$ cat src/ipv_pkg.sv
// ----------------------------------------------------------------------------
// ipv_pkg
// Character classes, constants and stage types of the address validator.
// ----------------------------------------------------------------------------
package ipv_pkg;

    localparam int CHAR_W = 16;

    // operation codes, read on the final character of a string
    localparam logic OP_IPV4 = 1'b0;
    localparam logic OP_IPV6 = 1'b1;

    localparam logic [CHAR_W-1:0] CHAR_DIGIT_LO = 16'h0030;  // '0'
    localparam logic [CHAR_W-1:0] CHAR_DIGIT_HI = 16'h0039;  // '9'
    localparam logic [CHAR_W-1:0] CHAR_UPPER_LO = 16'h0041;  // 'A'
    localparam logic [CHAR_W-1:0] CHAR_UPPER_HI = 16'h0046;  // 'F'
    localparam logic [CHAR_W-1:0] CHAR_LOWER_LO = 16'h0061;  // 'a'
    localparam logic [CHAR_W-1:0] CHAR_LOWER_HI = 16'h0066;  // 'f'
    localparam logic [CHAR_W-1:0] CHAR_COLON    = 16'h003A;  // ':'
    localparam logic [CHAR_W-1:0] CHAR_DOT      = 16'h002E;  // '.'

    // group length counter, saturates at its top value
    localparam int LEN_W = 3;
    localparam logic [LEN_W-1:0] LEN_SAT       = 3'd7;
    localparam logic [LEN_W-1:0] HEX_GROUP_MAX = 3'd4;
    localparam logic [LEN_W-1:0] DEC_GROUP_MAX = 3'd3;

    localparam logic [1:0] QUAD_DOTS = 2'd3;

    typedef enum logic [2:0] {
        CLS_DIGIT,
        CLS_HEX_LETTER,
        CLS_COLON,
        CLS_DOT,
        CLS_OTHER
    } t_cls;

    // one registered, classified item
    typedef struct packed {
        t_cls cls;
        logic operation;
        logic last_char;
    } t_item;

    function automatic t_cls classify(input logic [CHAR_W-1:0] c);
        t_cls k;
        if (c >= CHAR_DIGIT_LO && c <= CHAR_DIGIT_HI) begin
            k = CLS_DIGIT;
        end else if ((c >= CHAR_UPPER_LO && c <= CHAR_UPPER_HI)
                  || (c >= CHAR_LOWER_LO && c <= CHAR_LOWER_HI)) begin
            k = CLS_HEX_LETTER;
        end else if (c == CHAR_COLON) begin
            k = CLS_COLON;
        end else if (c == CHAR_DOT) begin
            k = CLS_DOT;
        end else begin
            k = CLS_OTHER;
        end
        return k;
    endfunction

endpackage

$ cat src/ipv_class.sv
// ----------------------------------------------------------------------------
// ipv_class
// Input register: classifies the incoming character and holds the item.
// ----------------------------------------------------------------------------
module ipv_class (
    input  logic                       i_clk,
    input  logic                       i_rst_n,
    input  logic                       i_in_valid,
    output logic                       o_in_stall,
    input  logic                       i_operation,
    input  logic [ipv_pkg::CHAR_W-1:0] i_char_code,
    input  logic                       i_last_char,
    input  logic                       i_take,
    output logic                       o_valid,
    output ipv_pkg::t_item             o_item
);

    logic           r_valid;
    ipv_pkg::t_item r_item;
    logic           load;

    // slot frees when downstream takes the held item
    assign o_in_stall = r_valid && !i_take;
    assign load       = i_in_valid && !o_in_stall;

    always_ff @(posedge i_clk) begin
        if (!i_rst_n) begin
            r_valid <= 1'b0;
        end else begin
            r_valid <= load || (r_valid && !i_take);
        end
    end

    always_ff @(posedge i_clk) begin
        if (load) begin
            r_item.cls       <= ipv_pkg::classify(i_char_code);
            r_item.operation <= i_operation;
            r_item.last_char <= i_last_char;
        end
    end

    assign o_valid = r_valid;
    assign o_item  = r_item;

endmodule

$ cat src/ipv_parse.sv
// ----------------------------------------------------------------------------
// ipv_parse
// Recognizer state update and result register.
// ----------------------------------------------------------------------------
module ipv_parse (
    input  logic           i_clk,
    input  logic           i_rst_n,
    input  logic           i_valid,
    input  ipv_pkg::t_item i_item,
    output logic           o_take,
    output logic           o_out_valid,
    input  logic           i_out_stall,
    output logic           o_address_valid
);

    typedef enum logic [2:0] {
        PH_START,
        PH_GROUP_NC,   // group, no colon seen yet
        PH_GROUP,
        PH_LEAD_COLON,
        PH_COLON,
        PH_DCOLON,
        PH_DOT_V4,
        PH_DOT_V6
    } t_phase;

    t_phase                    r_phase, n_phase;
    logic [ipv_pkg::LEN_W-1:0] r_len, n_len;
    logic                      r_dec, n_dec;
    logic [1:0]                r_dots, n_dots;
    logic                      r_dcolon, n_dcolon;
    logic                      r_err, n_err;
    logic                      r_out_valid;
    logic                      r_addr_ok, n_addr_ok;

    logic is_dec;
    logic quad_done;
    logic v4ok, v6ok;
    logic finish;

    // a string end needs the result slot; other items always move on
    assign o_take = i_valid && (!i_item.last_char || !r_out_valid || !i_out_stall);
    assign finish = o_take && i_item.last_char;
    assign is_dec = (i_item.cls == ipv_pkg::CLS_DIGIT);

    always_comb begin
        n_phase  = r_phase;
        n_len    = r_len;
        n_dec    = r_dec;
        n_dots   = r_dots;
        n_dcolon = r_dcolon;
        n_err    = r_err;
        if (!r_err) begin
            unique case (i_item.cls) inside
                ipv_pkg::CLS_DIGIT, ipv_pkg::CLS_HEX_LETTER: begin
                    unique case (r_phase) inside
                        PH_START: begin
                            n_phase = PH_GROUP_NC;
                            n_len   = 3'd1;
                            n_dec   = is_dec;
                        end
                        PH_GROUP_NC, PH_GROUP: begin
                            if (r_len < ipv_pkg::LEN_SAT) n_len = r_len + 3'd1;
                            if (!is_dec) n_dec = 1'b0;
                        end
                        PH_COLON, PH_DCOLON: begin
                            n_phase = PH_GROUP;
                            n_len   = 3'd1;
                            n_dec   = is_dec;
                        end
                        PH_DOT_V4, PH_DOT_V6: begin
                            if (!is_dec || r_len >= ipv_pkg::DEC_GROUP_MAX) n_err = 1'b1;
                            else n_len = r_len + 3'd1;
                        end
                        default: n_err = 1'b1;
                    endcase
                end
                ipv_pkg::CLS_COLON: begin
                    if (r_phase == PH_START) begin
                        n_phase = PH_LEAD_COLON;
                    end else if (r_phase == PH_GROUP_NC || r_phase == PH_GROUP) begin
                        if (r_len > ipv_pkg::HEX_GROUP_MAX) n_err = 1'b1;
                        else n_phase = PH_COLON;
                    end else if ((r_phase == PH_LEAD_COLON || r_phase == PH_COLON)
                                 && !r_dcolon) begin
                        n_phase  = PH_DCOLON;
                        n_dcolon = 1'b1;
                    end else begin
                        n_err = 1'b1;
                    end
                end
                ipv_pkg::CLS_DOT: begin
                    if (r_phase == PH_GROUP_NC || r_phase == PH_GROUP) begin
                        if (!r_dec || r_len == 3'd0 || r_len > ipv_pkg::DEC_GROUP_MAX) begin
                            n_err = 1'b1;
                        end else begin
                            n_phase = (r_phase == PH_GROUP_NC) ? PH_DOT_V4 : PH_DOT_V6;
                            n_dots  = 2'd1;
                            n_len   = 3'd0;
                        end
                    end else if (r_phase == PH_DOT_V4 || r_phase == PH_DOT_V6) begin
                        if (r_len == 3'd0 || r_dots == ipv_pkg::QUAD_DOTS) begin
                            n_err = 1'b1;
                        end else begin
                            n_dots = r_dots + 2'd1;
                            n_len  = 3'd0;
                        end
                    end else begin
                        n_err = 1'b1;
                    end
                end
                default: n_err = 1'b1;
            endcase
        end
    end

    // verdict from the state after this character
    always_comb begin
        quad_done = (n_dots == ipv_pkg::QUAD_DOTS) && (n_len != 3'd0);
        v4ok      = !n_err && (n_phase == PH_DOT_V4) && quad_done;
        v6ok      = 1'b0;
        if (!n_err && !v4ok) begin
            unique case (n_phase) inside
                PH_GROUP_NC, PH_GROUP: v6ok = (n_len <= ipv_pkg::HEX_GROUP_MAX);
                PH_DCOLON:             v6ok = 1'b1;
                PH_DOT_V6:             v6ok = quad_done;
                default:               v6ok = 1'b0;
            endcase
        end
        n_addr_ok = (i_item.operation == ipv_pkg::OP_IPV6) ? v6ok : v4ok;
    end

    always_ff @(posedge i_clk) begin
        if (!i_rst_n) begin
            r_phase     <= PH_START;
            r_len       <= '0;
            r_dec       <= 1'b1;
            r_dots      <= '0;
            r_dcolon    <= 1'b0;
            r_err       <= 1'b0;
            r_out_valid <= 1'b0;
        end else begin
            if (finish) begin
                r_phase   <= PH_START;
                r_len     <= '0;
                r_dec     <= 1'b1;
                r_dots    <= '0;
                r_dcolon  <= 1'b0;
                r_err     <= 1'b0;
                r_addr_ok <= n_addr_ok;
            end else if (o_take) begin
                r_phase  <= n_phase;
                r_len    <= n_len;
                r_dec    <= n_dec;
                r_dots   <= n_dots;
                r_dcolon <= n_dcolon;
                r_err    <= n_err;
            end
            if (finish) begin
                r_out_valid <= 1'b1;
            end else if (!i_out_stall) begin
                r_out_valid <= 1'b0;
            end
        end
    end

    assign o_out_valid     = r_out_valid;
    assign o_address_valid = r_addr_ok;

endmodule

$ cat src/ip_address_text_validator_core.sv
// ----------------------------------------------------------------------------
// ip_address_text_validator_core
// Checks IPv4 dotted-quad or IPv6 address text, one character per item.
// ----------------------------------------------------------------------------
//  channel | direction | handshake                 | payload
//  --------+-----------+---------------------------+---------------------------
//  in      | to core   | i_in_valid / o_in_stall   | i_operation, i_char_code,
//          |           |                           | i_last_char
//  out     | from core | o_out_valid / i_out_stall | o_address_valid
//
//  One character item per cycle is accepted while o_in_stall stays low.
//  The verdict for a string is loaded after its last character is accepted:
//  the character passes the input register, then the recognizer update
//  loads the verdict into the result register and sets o_out_valid.
//  Reset (synchronous, i_rst_n low) returns the recognizer to start of string
//  and empties both registers.
//  A stall on the result side holds the verdict; characters that do not end
//  a string keep flowing, and only a string end waits for the result slot.
// ----------------------------------------------------------------------------
module ip_address_text_validator_core (
    input  logic        i_clk,
    input  logic        i_rst_n,
    // character items
    input  logic        i_in_valid,
    output logic        o_in_stall,
    input  logic        i_operation,   // 0 IPv4, 1 IPv6, sampled at string end
    input  logic [15:0] i_char_code,
    input  logic        i_last_char,
    // verdict items
    output logic        o_out_valid,
    input  logic        i_out_stall,
    output logic        o_address_valid
);

    logic           s1_valid;
    ipv_pkg::t_item s1_item;
    logic           s1_take;

    // stage 1: register and classify the character
    ipv_class u_class (
        .i_clk       (i_clk),
        .i_rst_n     (i_rst_n),
        .i_in_valid  (i_in_valid),
        .o_in_stall  (o_in_stall),
        .i_operation (i_operation),
        .i_char_code (i_char_code),
        .i_last_char (i_last_char),
        .i_take      (s1_take),
        .o_valid     (s1_valid),
        .o_item      (s1_item)
    );

    // stage 2: advance the recognizer; string end loads the verdict
    ipv_parse u_parse (
        .i_clk           (i_clk),
        .i_rst_n         (i_rst_n),
        .i_valid         (s1_valid),
        .i_item          (s1_item),
        .o_take          (s1_take),
        .o_out_valid     (o_out_valid),
        .i_out_stall     (i_out_stall),
        .o_address_valid (o_address_valid)
    );

endmodule

$ cat config.mk
export PLATFORM = sky130hd
export DESIGN_NAME = ip_address_text_validator_core
export DESIGN_NICKNAME = d
export VERILOG_FILES = /design/src/ipv_pkg.sv /design/src/ipv_class.sv /design/src/ipv_parse.sv /design/src/ip_address_text_validator_core.sv
export SDC_FILE = /design/constraint.sdc
export NUM_CORES = 1
export LEC_CHECK = 0
export BUFFER_PORTS_ARGS = -buffer_cell sky130_fd_sc_hd__buf_2
export CAP_MARGIN = 20
export CORE_ASPECT_RATIO = 1.4
export CORE_MARGIN = 10
export CORE_UTILIZATION = 55
export CTS_CLUSTER_DIAMETER = 200
export DETAILED_ROUTE_END_ITERATION = 7
export PLACE_DENSITY = 0.78
export SYNTH_ARGS = -nofsm -noshare
export SYNTH_HDL_FRONTEND = slang
export SYNTH_HIERARCHICAL = 1
export SYNTH_SLANG_ARGS = --single-unit
$ cat constraint.sdc
create_clock -name i_clk -period 5.1 [get_ports i_clk]
set_input_delay 0.51 -clock i_clk [delete_from_list [all_inputs] [get_ports i_clk]]
set_output_delay 0.51 -clock i_clk [all_outputs]
set_load 0.005 [all_outputs]
==> results of run 1 <==
-- logic make-up after synthesis --
| kind of cell | Yosys count | share of synthesized area (%) |
|---|---|---|
| AOI/OAI and AO/OA | 59 | 29.02 |
| and+or+nand+nor | 93 | 33.57 |
| buffers and inverters | 16 | 4.940 |
| DFF | 19 | 27.61 |
| adders and majority gates | 5 | 3.765 |
| xor gates and xnor gates | 2 | 1.098 |
-- synth_stat cells (4+ instances only) --
| cell type | number | area [um2] |
|---|---|---|
| edfxtp_1 | 6 | 180.2 |
| inv_1 | 6 | 22.52 |
| a21oi_1 | 11 | 55.05 |
| ha_1 | 4 | 50.05 |
| nand2_1 | 19 | 71.32 |
| o21ai_0 | 5 | 25.02 |
| dfxtp_1 | 13 | 260.3 |
| nor2_1 | 20 | 75.07 |
| nor3_1 | 8 | 40.04 |
| nor2b_1 | 8 | 50.05 |
| nand3_1 | 8 | 40.04 |
-- cell usage in the layout, fill, tap and decap left out, types with 2 or more instances in the layout --
master,instances
a2111o_1,2
a211o_1,2
a211oi_1,3
a21boi_0,3
a21oi_1,11
a22oi_1,2
a311oi_1,2
a31oi_1,2
and3_1,3
buf_2,24
clkbuf_8,3
dfxtp_1,13
edfxtp_1,6
ha_1,4
inv_1,6
nand2_1,19
nand2b_1,3
nand3_1,8
nand4_1,2
nor2_1,20
nor2b_1,8
nor3_1,8
nor3_2,2
nor3b_1,2
o211ai_1,3
o21a_1,2
o21ai_0,5
o21ai_1,3
o22ai_1,2
or2_1,2
or2_2,2
-- path summary, 6_finish.rpt --
check | slack [ns] | to | cells after the start | startpoint
setup / recovery | 2.34 | u_parse/o_address_valid$_DFFE_PP_ | 9 | u_parse/r_len[1]$_SDFFE_PP0P_
setup reg to reg | 2.34 | u_parse/o_address_valid$_DFFE_PP_ | 9 | u_parse/r_len[1]$_SDFFE_PP0P_
hold / removal | 0.41 | u_class/o_item[1]$_DFFE_PP_ | 1 | i_operation
hold reg to reg | 0.49 | u_parse/r_dots[1]$_SDFFE_PP0P_ | 2 | u_parse/r_dots[1]$_SDFFE_PP0P_
-- power groups by stage --
stage | sequential [uW] | combinational, uW | clock (uW)
after floorplan | 169 | 44.2 | 0
after CTS | 173 | 58.4 | 113
after global placement | 176 | 55.6 | 0
after global routing | 174 | 64.5 | 117
final | 173 | 59.4 | 111
after detailed placement | 176 | 58.1 | 0
-- routing by layer --
layer  global-route usage, %  share of wire (%)
met1                   15.09                 38
met2                   27.43                 51
met3                   3.226                5.7
met4                   10.35                4.7
met5                       0                  0
-- area by class of cell --
class	instances	area share (%)
timing repair buffer	24	6.833
multi-input combinational	159	61.21
inverter	7	1.495
sequential	19	25.05
clock buffer	3	2.349
tap	37	2.633
clock inverter	1	0.4270
-- flip-flops by register name (all words and copies together), names as in the netlist --
register and count:
u_parse/o_out_valid 1, u_class/o_item 5, u_class/o_valid 1, u_parse/r_len 3
u_parse/r_err 1, u_parse/o_address_valid 1, u_parse/r_dcolon 1, u_parse/r_dec 1
u_parse/r_dots 2, u_parse/r_phase 3
-- stage by stage --
step	setup WS [ns]	instances
final	2.342	250
after global routing	2.259	250
after CTS	2.417	250
after detailed placement	2.462	246
after global placement	2.604	246
after floorplan	2.804	194
==> run metrics, run 1 <==
status completed; Avg Inst Size Synth 8.223 um2; Register Area 440.4 um2; CP bufs+invs 1; grt total ovfl 0; die area 5485 um2; Power, Total 343.5 uW; GR Util All Layers 15.40%; placement row count 23; antenna violations before repair 0; Synth async-reset ratio 0%; CTS Buffer Depth 2; Slew HR 58.75%; final setup TNS 0 ns; CP delay by family, top compound AO/OA/AOI/OAI gates; die height 83.72 um; Leakage 0.0006209 uW; clock slew at reported path FFs 0.08 ns; CP max stage delay 0.48 ns; synthesis-stage register bit count 19; Min Hold Slack 0.4139 ns; DR pass1 iterations 4; final net count 240; CTS H-Tree Depth 1; first-pass GRT wire length 6996 um; Critical Path Source Type flip-flop; synth warn 6; fmax 362.5 MHz; Ports 25; peak supply drop 0.0001817 V; n_diodes 0; Routed Antenna Nets 0; Starting DRT DRC Count 124; Avg WL per Cell 17.29 um; largest net degree at the start of global routing 19; Filler cells 271; synthesized area 1595 um2; Pint 241.9 uW; Die X 65.52 um; total of max-cap violations 0; combinational share of power 17.3%; # port buffers 24; clock share of power 32.3%; switching fraction of total power 29.57%; slowest CP cell dfxtp_1; final setup fails 0; total number of vias 1646; switching power 101.6 uW; final HPWL from detailed placement 3291 um; Resized Gates After CTS 0; Sink Count 19; CTS tree built; Final period util 54.09%; RSZ-0062 raised after global routing false; Starting Density 56.57%; Syn-to-layout area delta 10.20%; Post-synth EDFFs 6; Syn Inst Count 194; post-layout util 62.33%; Slew @ Worst Pin 0.6179 ns; minimum clock period 2.758 ns; hold_buf cts 0; worst-skew pair later-pin latency 0.27 ns; ratio of cells with drive above 1 in the final layout 23.47%; critical path class reg -> reg; Slew Limit Fails 0; CTS Buf Count 3; Post-Layout Inst Area 1758 um2; DRC 0; clock skew 0.005437 ns; Syn Nets 220; GPL Wtd Cong 0.9856; vias in the first global route 1662; CP Max Fanout 8; vias per cell 6.584; postcts setup bufs 0; routed wire length 4323 um; Hold Vio Cnt, Final 0; post-synthesis sequential area ratio 27.61%; number of distinct library cells after synthesis 68; area of the multi-input gates 1076 um2; Power Density 195.4 nW/um2; Cell Area, Placed 1709 um2; CTS Root Cell clkbuf_8; Critical Path Sink Type flip-flop; Hold Path Class in -> reg; top_reg_cell synth dfxtp_1; Worst Path Required 5.21 ns; crit path DAT 2.87 ns; core footprint 2820 um2; Reg power frac 50.4%; crit path cell chain inv_1 > ha_1 > nand2b_1 > nor3b_1 > o21bai_2 > o211a_1 > a21boi_0 > a21bo_2 > a211oi_2
(Power assumes the default switching activity.)
==> inputs of run 2 (changes only) <==
--- a/config.mk
+++ b/config.mk
@@ -5,14 +5,15 @@
 export SDC_FILE = /design/constraint.sdc
 export NUM_CORES = 1
 export LEC_CHECK = 0
+export ABC_AREA = 1
 export BUFFER_PORTS_ARGS = -buffer_cell sky130_fd_sc_hd__buf_2
 export CAP_MARGIN = 20
 export CORE_ASPECT_RATIO = 1.4
 export CORE_MARGIN = 10
-export CORE_UTILIZATION = 55
+export CORE_UTILIZATION = 52
 export CTS_CLUSTER_DIAMETER = 200
 export DETAILED_ROUTE_END_ITERATION = 7
-export PLACE_DENSITY = 0.78
+export PLACE_DENSITY = 0.76
 export SYNTH_ARGS = -nofsm -noshare
 export SYNTH_HDL_FRONTEND = slang
 export SYNTH_HIERARCHICAL = 1
==> constraint.sdc (replaced) <==
create_clock -name i_clk -period 2.3 [get_ports i_clk]
set_input_delay 0.23 -clock i_clk [delete_from_list [all_inputs] [get_ports i_clk]]
set_output_delay 0.23 -clock i_clk [all_outputs]
set_load 0.005 [all_outputs]
==> run 2 against run 1 <==
Net effect:
- final area grew 12%
- largest power group unchanged
- register-to-register slack lost 2.1 ns
- clock power grew 120%
- die area grew 10%
- worst setup slack lost 2.1 ns
- maximum frequency grew 33%
- clock-buffer cell count is the same
- worst hold slack lost 0.27 ns
- highest routed layer unchanged
- synthesized cell count grew 46%
- sequential power grew 120%
==> run metrics, run 2 <==
Avg WL per Cell 12.65 um (-27%); Synth Area in Compound Gates 12.84% (-16 points); CP max stage delay 0.40 ns (-0.08 ns); Hold Vio Cnt, Final 0 (unchanged); clock skew 0.003720 ns (-0.001717 ns); n_diodes 0 (unchanged); vias per cell 5.314 (-19%); Syn-to-layout area delta 13.85%; Leakage 0.0009781 uW (+58%); peak supply drop 0.0004031 V (+120%); Routed Antenna Nets 0 (unchanged); Power Density 438.9 nW/um2 (+120%); final net count 341 (+42%); Post-synth EDFFs 6 (unchanged); Ports 25 (unchanged); Die X 68.69 um (+4.8%); CTS Root Cell clkbuf_8; met3 wire len 200 um (-19%); CTS Buf Count 3 (unchanged); Avg Inst Size Synth 6.075 um2 (-26%); GPL Wtd Cong 1.068 (+8.3%); routed wire length 4465 um (+3.3%); Synth top cells by count nand2_1 (73), nor2_1 (43), inv_1 (39); Critical Path Sink Type flip-flop; routed wl met2 2264 um (+2.6%); synth warn 6 (unchanged); CTS Buffer Depth 2 (unchanged); DRC 0 (unchanged); Largest register FFs 5 (unchanged); top_reg_cell synth dfxtp_1; area leader, netlist nand2_1; cell with the most instances after synthesis nand2_1; CTS tree built; Cell Area, Placed 1913 um2 (+12%); core footprint 3153 um2 (+12%); total placed cells including tap cells 349 (+42%); total of max-cap violations 0 (unchanged); Starting Density 54.72% (-1.8 points); simple-gate area share of the yosys netlist 47.79% (+14 points); CTS H-Tree Depth 1 (unchanged); post-synthesis mux area share 0% (unchanged); Pint 569.3 uW (+140%); fmax 482.5 MHz (+33%); hold_buf cts 0 (unchanged); clock slew at reported path FFs 0.08 ns (about the same); Slew HR 62.90% (+4.2 points); clock share of power 28.1% (-4.2 points); Finished Layout Cells 353 (+41%); minimum clock period 2.073 ns (-0.6859 ns); crit path cell chain inv_1 > ha_1 > a21oi_2 > nand3_4 > nand2_2 > nand3_2 > nand2_1 > inv_1 > nor2_2 > nand3_1 > nand2_1 > nand2_1 > inv_1 > nor2_1; die area 6055 um2 (+10%); Slew Limit Fails 0 (unchanged); slowest CP cell dfxtp_1; most common cell after layout, fill and taps aside nand2_1; crit path DAT 2.10 ns (-0.77 ns); first-pass GRT wire length 7838 um (+12%); Reg power frac 44.7% (-5.7 points); Synth Area in Adders 2.901% (-0.86 points); Critical Path Source Type flip-flop; Hold Path Class in -> reg; Post-Layout Inst Area 1964 um2 (+12%); critical path class reg -> reg; Min Hold Slack 0.1406 ns (-0.2733 ns); largest net degree at the start of global routing 12 (-7); Area contributors post-synth nand2_1 (16%), dfxtp_1 (15%), edfxtp_1 (10%); number of distinct library cells after synthesis 31 (-54%); CP Max Fanout 5 (-3); switching fraction of total power 33.97% (+4.4 points); post-synthesis sequential area ratio 25.53% (-2.1 points); antenna violations before repair 0 (unchanged); Worst Path Required 2.33 ns (-2.88 ns); Power, Total 862.1 uW (+150%); status completed; switching power 292.9 uW (+190%); combinational share of power 27.1% (+9.8 points); placement row count 24 (+4.3%); post-synth top area share 15.88% (-0.43 points); die height 88.16 um (+5.3%); pre-CTS WS 0.2646 ns (-2.198 ns); Starting DRT DRC Count 153 (+23%); grt total ovfl 0 (unchanged); Synth async-reset ratio 0% (unchanged); Sink Count 19 (unchanged); Syn Nets 310 (+41%); XOR/XNOR Fraction of Synth Area 0.5076% (-0.59 points); DR pass1 iterations 4 (unchanged); Slew @ Worst Pin 0.5424 ns (-0.07545 ns); vias in the first global route 1889 (+14%); # port buffers 24 (unchanged); top sig layer met4; setup ws final 0.2275 ns (-2.114 ns); final setup fails 0 (unchanged); final HPWL from detailed placement 3677 um (+12%); Syn Inst Count 284 (+46%); M1 WL 1847 um (+11%); total number of vias 1876 (+14%); ratio of cells with drive above 1 in the final layout 19.75% (-3.7 points); synthesized area 1725 um2 (+8.2%); worst-skew pair later-pin latency 0.26 ns (about the same); GR Util All Layers 16.26% (+0.86 points); largest family of logic cells by synthesized area simple AND/OR/NAND/NOR gates; synthesis-stage register bit count 19 (unchanged); most frequent cells in the layout nand2_1 (73), nor2_1 (43), inv_1 (39); Final period util 90.11% (+36 points)
## run 2: routing by layer
layer,vias to the layer above,GRT usage (%)
li1,976,-
met1,828,18.33
met2,57,27.59
met3,15,2.558
met4,0,9.358
met5,-,0
## run 2: layout make-up
type                    count  area, um2
clock buffers               3      41.29
clock inverters             1      5.005
fillers                   330       1189
inverters                  43      161.4
multi-input cells         219       1109
flip-flops and latches     19      441.7
well taps                  39      48.80
repair buffers             29      157.7
## run 2: critical path: cells and delay by family (launching register included)
family / cells / cell delay, ns
AO/OA/AOI/OAI: 1 / 0.24
adder cells (fa/ha/maj): 1 / 0.26
buffers and inverters: 3 / 0.18
flip-flops: 1 / 0.40
AND/OR/NAND/NOR: 9 / 0.75
## run 2: worst paths after layout
path | start | endpoint | slack, ns | depth (start not counted)
max reg2reg | u_parse/r_len[0]$_SDFFE_PP0P_ | u_parse/o_address_valid$_DFFE_PP_ | 0.23 | 14
max | u_parse/r_len[0]$_SDFFE_PP0P_ | u_parse/o_address_valid$_DFFE_PP_ | 0.23 | 14
min reg2reg | u_parse/o_out_valid$_SDFFE_PN0P_ | u_parse/o_out_valid$_SDFFE_PN0P_ | 0.48 | 2
min | i_operation | u_class/o_item[1]$_DFFE_PP_ | 0.14 | 1
## run 2: power by group through the flow
stage	Combinational, uW	Sequential (uW)	Clock (uW)
3_3_place_gp	228	392	0
4_1_cts	232	385	247
5_1_grt	269	389	261
2_1_floorplan	167	385	0
6_report	234	386	243
3_5_place_dp	231	393	0
## run 2: repair_timing
item	CTS	global route
endpoints found under the setup margin	0	1
buffers inserted	0	0
resized for setup	0	2
endpoints found under the hold margin	0	0
## run 2: kinds of logic after synthesis
group,count (synthesis)
flops,19
fa+ha+maj,4
xor+xnor,1
simple gates,176
compound gates,38
buf+inv,46
## run 2: metrics by stage
stage | util (%) | TNS [ns]
2_1_floorplan | - | 0
3_3_place_gp | 60.67 | 0
3_5_place_dp | 60.67 | 0
4_1_cts | 62.14 | 0
5_1_grt | 62.30 | -0.003892
6_report | 62.30 | 0
==> inputs of run 3 (changes only) <==
--- a/config.mk
+++ b/config.mk
@@ -7,13 +7,13 @@
 export LEC_CHECK = 0
 export ABC_AREA = 1
 export BUFFER_PORTS_ARGS = -buffer_cell sky130_fd_sc_hd__buf_2
-export CAP_MARGIN = 20
+export CAP_MARGIN = 30
 export CORE_ASPECT_RATIO = 1.4
 export CORE_MARGIN = 10
-export CORE_UTILIZATION = 52
+export CORE_UTILIZATION = 55
 export CTS_CLUSTER_DIAMETER = 200
 export DETAILED_ROUTE_END_ITERATION = 7
-export PLACE_DENSITY = 0.76
+export PLACE_DENSITY = 0.77
 export SYNTH_ARGS = -nofsm -noshare
 export SYNTH_HDL_FRONTEND = slang
 export SYNTH_HIERARCHICAL = 1
==> constraint.sdc (replaced) <==
create_clock -name i_clk -period 2.5 [get_ports i_clk]
set_input_delay 0.25 -clock i_clk [delete_from_list [all_inputs] [get_ports i_clk]]
set_output_delay 0.25 -clock i_clk [all_outputs]
set_load 0.005 [all_outputs]
==> run 3 against run 2 <==
Net effect:
- register-to-register slack improved by 0.19 ns
- sequential share of layout area increased by 0.25 points
- utilization increased by 0.93 points
- non-clock buffer count decreased by 3
- largest cell class unchanged
- maximum frequency decreased by 0.59%
- first-iteration DRC count decreased by 14%
- via count decreased by 1.3%
- global-route usage decreased by 0.32 points
- flip-flop and latch count unchanged
- routed wire length decreased by 3.3%
- worst hold slack improved by 0.026 ns
==> run metrics, run 3 (synthesis gave the netlist of run 2 again) <==
Final period util 83.39% (-6.7 points); ratio of cells with drive above 1 in the final layout 18.33% (-1.4 points); Power Density 404.1 nW/um2 (-7.9%); hold_buf cts 0 (unchanged); Hold Vio Cnt, Final 0 (unchanged); final net count 338 (-0.88%); # port buffers 24 (unchanged); Slew Limit Fails 0 (unchanged); routed wire length 4316 um (-3.3%); most frequent cells in the layout nand2_1 (73), nor2_1 (43), inv_1 (39); minimum clock period 2.085 ns (+0.01236 ns); DRC 0 (unchanged); final setup TNS 0 ns (unchanged); antenna violations before repair 0 (unchanged); Critical Path Sink Type flip-flop; Avg WL per Cell 12.33 um (-2.5%); largest net degree at the start of global routing 12 (unchanged); clock slew at reported path FFs 0.08 ns (about the same); core footprint 3063 um2 (-2.9%); switching power 262.6 uW (-10%); total of max-cap violations 0 (unchanged); final HPWL from detailed placement 3624 um (-1.4%); die area 5809 um2 (-4.1%); Reg power frac 45.3% (+0.6 points); vias per cell 5.289 (-0.49%); critical path class reg -> reg; Leakage 0.0009616 uW (-1.7%); Slew @ Worst Pin 0.5356 ns (-0.006842 ns); Worst Path Required 2.52 ns (+0.19 ns); area of the multi-input gates 1105 um2 (-0.34%); RSZ-0062 raised after global routing false; switching fraction of total power 33.55% (-0.42 points); DR pass1 iterations 4 (unchanged); first-pass GRT wire length 7617 um (-2.8%); clock share of power 27.6% (-0.5 points); Syn-to-layout area delta 12.26%; Die X 67.34 um (-2.0%); CP Max Fanout 5 (unchanged); GR Util All Layers 15.94% (-0.32 points); Min Hold Slack 0.1671 ns (+0.02647 ns); Routed Antenna Nets 0 (unchanged); final setup fails 0 (unchanged); CTS H-Tree Depth 1 (unchanged); Filler cells 316 (-4.2%); Resized Gates After CTS 0 (unchanged); CTS Buffer Depth 2 (unchanged); crit path DAT 2.11 ns (about the same); Slew HR 63.37% (+0.47 points); Critical Path Source Type flip-flop; placement row count 24 (unchanged); CTS Root Cell clkbuf_8; vias in the first global route 1909 (+1.1%); Largest register FFs 5 (unchanged); fmax 479.6 MHz (-0.59%); clock skew 0.004285 ns (+0.0005649 ns); peak supply drop 0.0004049 V (+0.44%); status completed; Starting DRT DRC Count 132 (-14%); CTS tree built; Sink Count 19 (unchanged); n_diodes 0 (unchanged); Starting Density 56.33% (+1.6 points); die height 86.27 um (-2.1%); total number of vias 1851 (-1.3%); postcts setup bufs 0 (unchanged); Pint 520.1 uW (-8.6%); grt total ovfl 0 (unchanged); combinational share of power 27.1% (about the same); GPL Wtd Cong 1.039 (-2.7%); worst-skew pair later-pin latency 0.25 ns (about the same); most common cell after layout, fill and taps aside nand2_1; Hold Path Class in -> reg; CTS Buf Count 3 (unchanged); Ports 25 (unchanged); Register Area 440.4 um2 (-0.28%)
-- run 3: cell count changes in the layout (fill, tap and decap cells not counted) --
cell,before,now
a21oi_2,3,2
dfxtp_1,12,13
a21oi_1,14,15
dfxtp_2,1,0
buf_4,5,2
-- run 3: layer usage --
layer	vias up	track usage (%)	wire, um
li1	968	-	-
met3	10	2.326	97
met4	0	8.240	125
met5	-	0	0
met1	835	16.48	1814
met2	38	29.41	2278
-- run 3: area by class of cell --
class	instances	area share, %
tap	39	2.519
sequential	19	22.74
multi-input combinational	219	57.04
clock buffer	3	2.132
clock inverter	1	0.2584
timing repair buffer	26	6.977
inverter	43	8.333
-- run 3: final timing paths --
kind                            cells after the start  slack [ns]                           endpoint                        startpoint
worst max-delay path                               12        0.42  u_parse/o_address_valid$_DFFE_PP_     u_parse/r_len[0]$_SDFFE_PP0P_
worst min-delay path                                1        0.17        u_class/o_item[1]$_DFFE_PP_                       i_operation
worst max register to register                     12        0.42  u_parse/o_address_valid$_DFFE_PP_     u_parse/r_len[0]$_SDFFE_PP0P_
worst min register to register                      2        0.48   u_parse/o_out_valid$_SDFFE_PN0P_  u_parse/o_out_valid$_SDFFE_PN0P_
-- run 3: critical path: stages, from the launching register on --
cell     delay, ns
dfxtp_1       0.40
inv_1         0.10
ha_1          0.25
a21oi_2       0.25
nand3_4       0.11
nand2_2       0.09
nand3_2       0.10
a21oi_1       0.24
nand3_1       0.12
nand2_1       0.07
nand2_1       0.04
inv_1         0.05
nor2_1        0.03
-- run 3: per-stage QoR --
step / worst slack, ns / power, uW / instances / cell area (um2) / utilization (%)
5_1_grt: 0.1817 / 833.8 / 350 / 1937 / 63.24
3_5_place_dp: 0.4596 / 570.6 / 346 / 1891 / 61.72
6_report: 0.4151 / 782.7 / 350 / 1937 / 63.24
2_1_floorplan: 0.6675 / 507.8 / 284 / 1725 / -
3_3_place_gp: 0.5120 / 567.6 / 346 / 1891 / 61.72
4_1_cts: 0.4242 / 785.9 / 350 / 1937 / 63.24
-- run 3: power by group through the flow --
| stage | Combinational, uW | Clock (uW) | Sequential (uW) |
|---|---|---|---|
| 2_1_floorplan | 154 | 0 | 354 |
| 3_3_place_gp | 207 | 0 | 361 |
| 3_5_place_dp | 209 | 0 | 361 |
| 4_1_cts | 210 | 222 | 354 |
| 5_1_grt | 242 | 235 | 357 |
| 6_report | 212 | 216 | 355 |
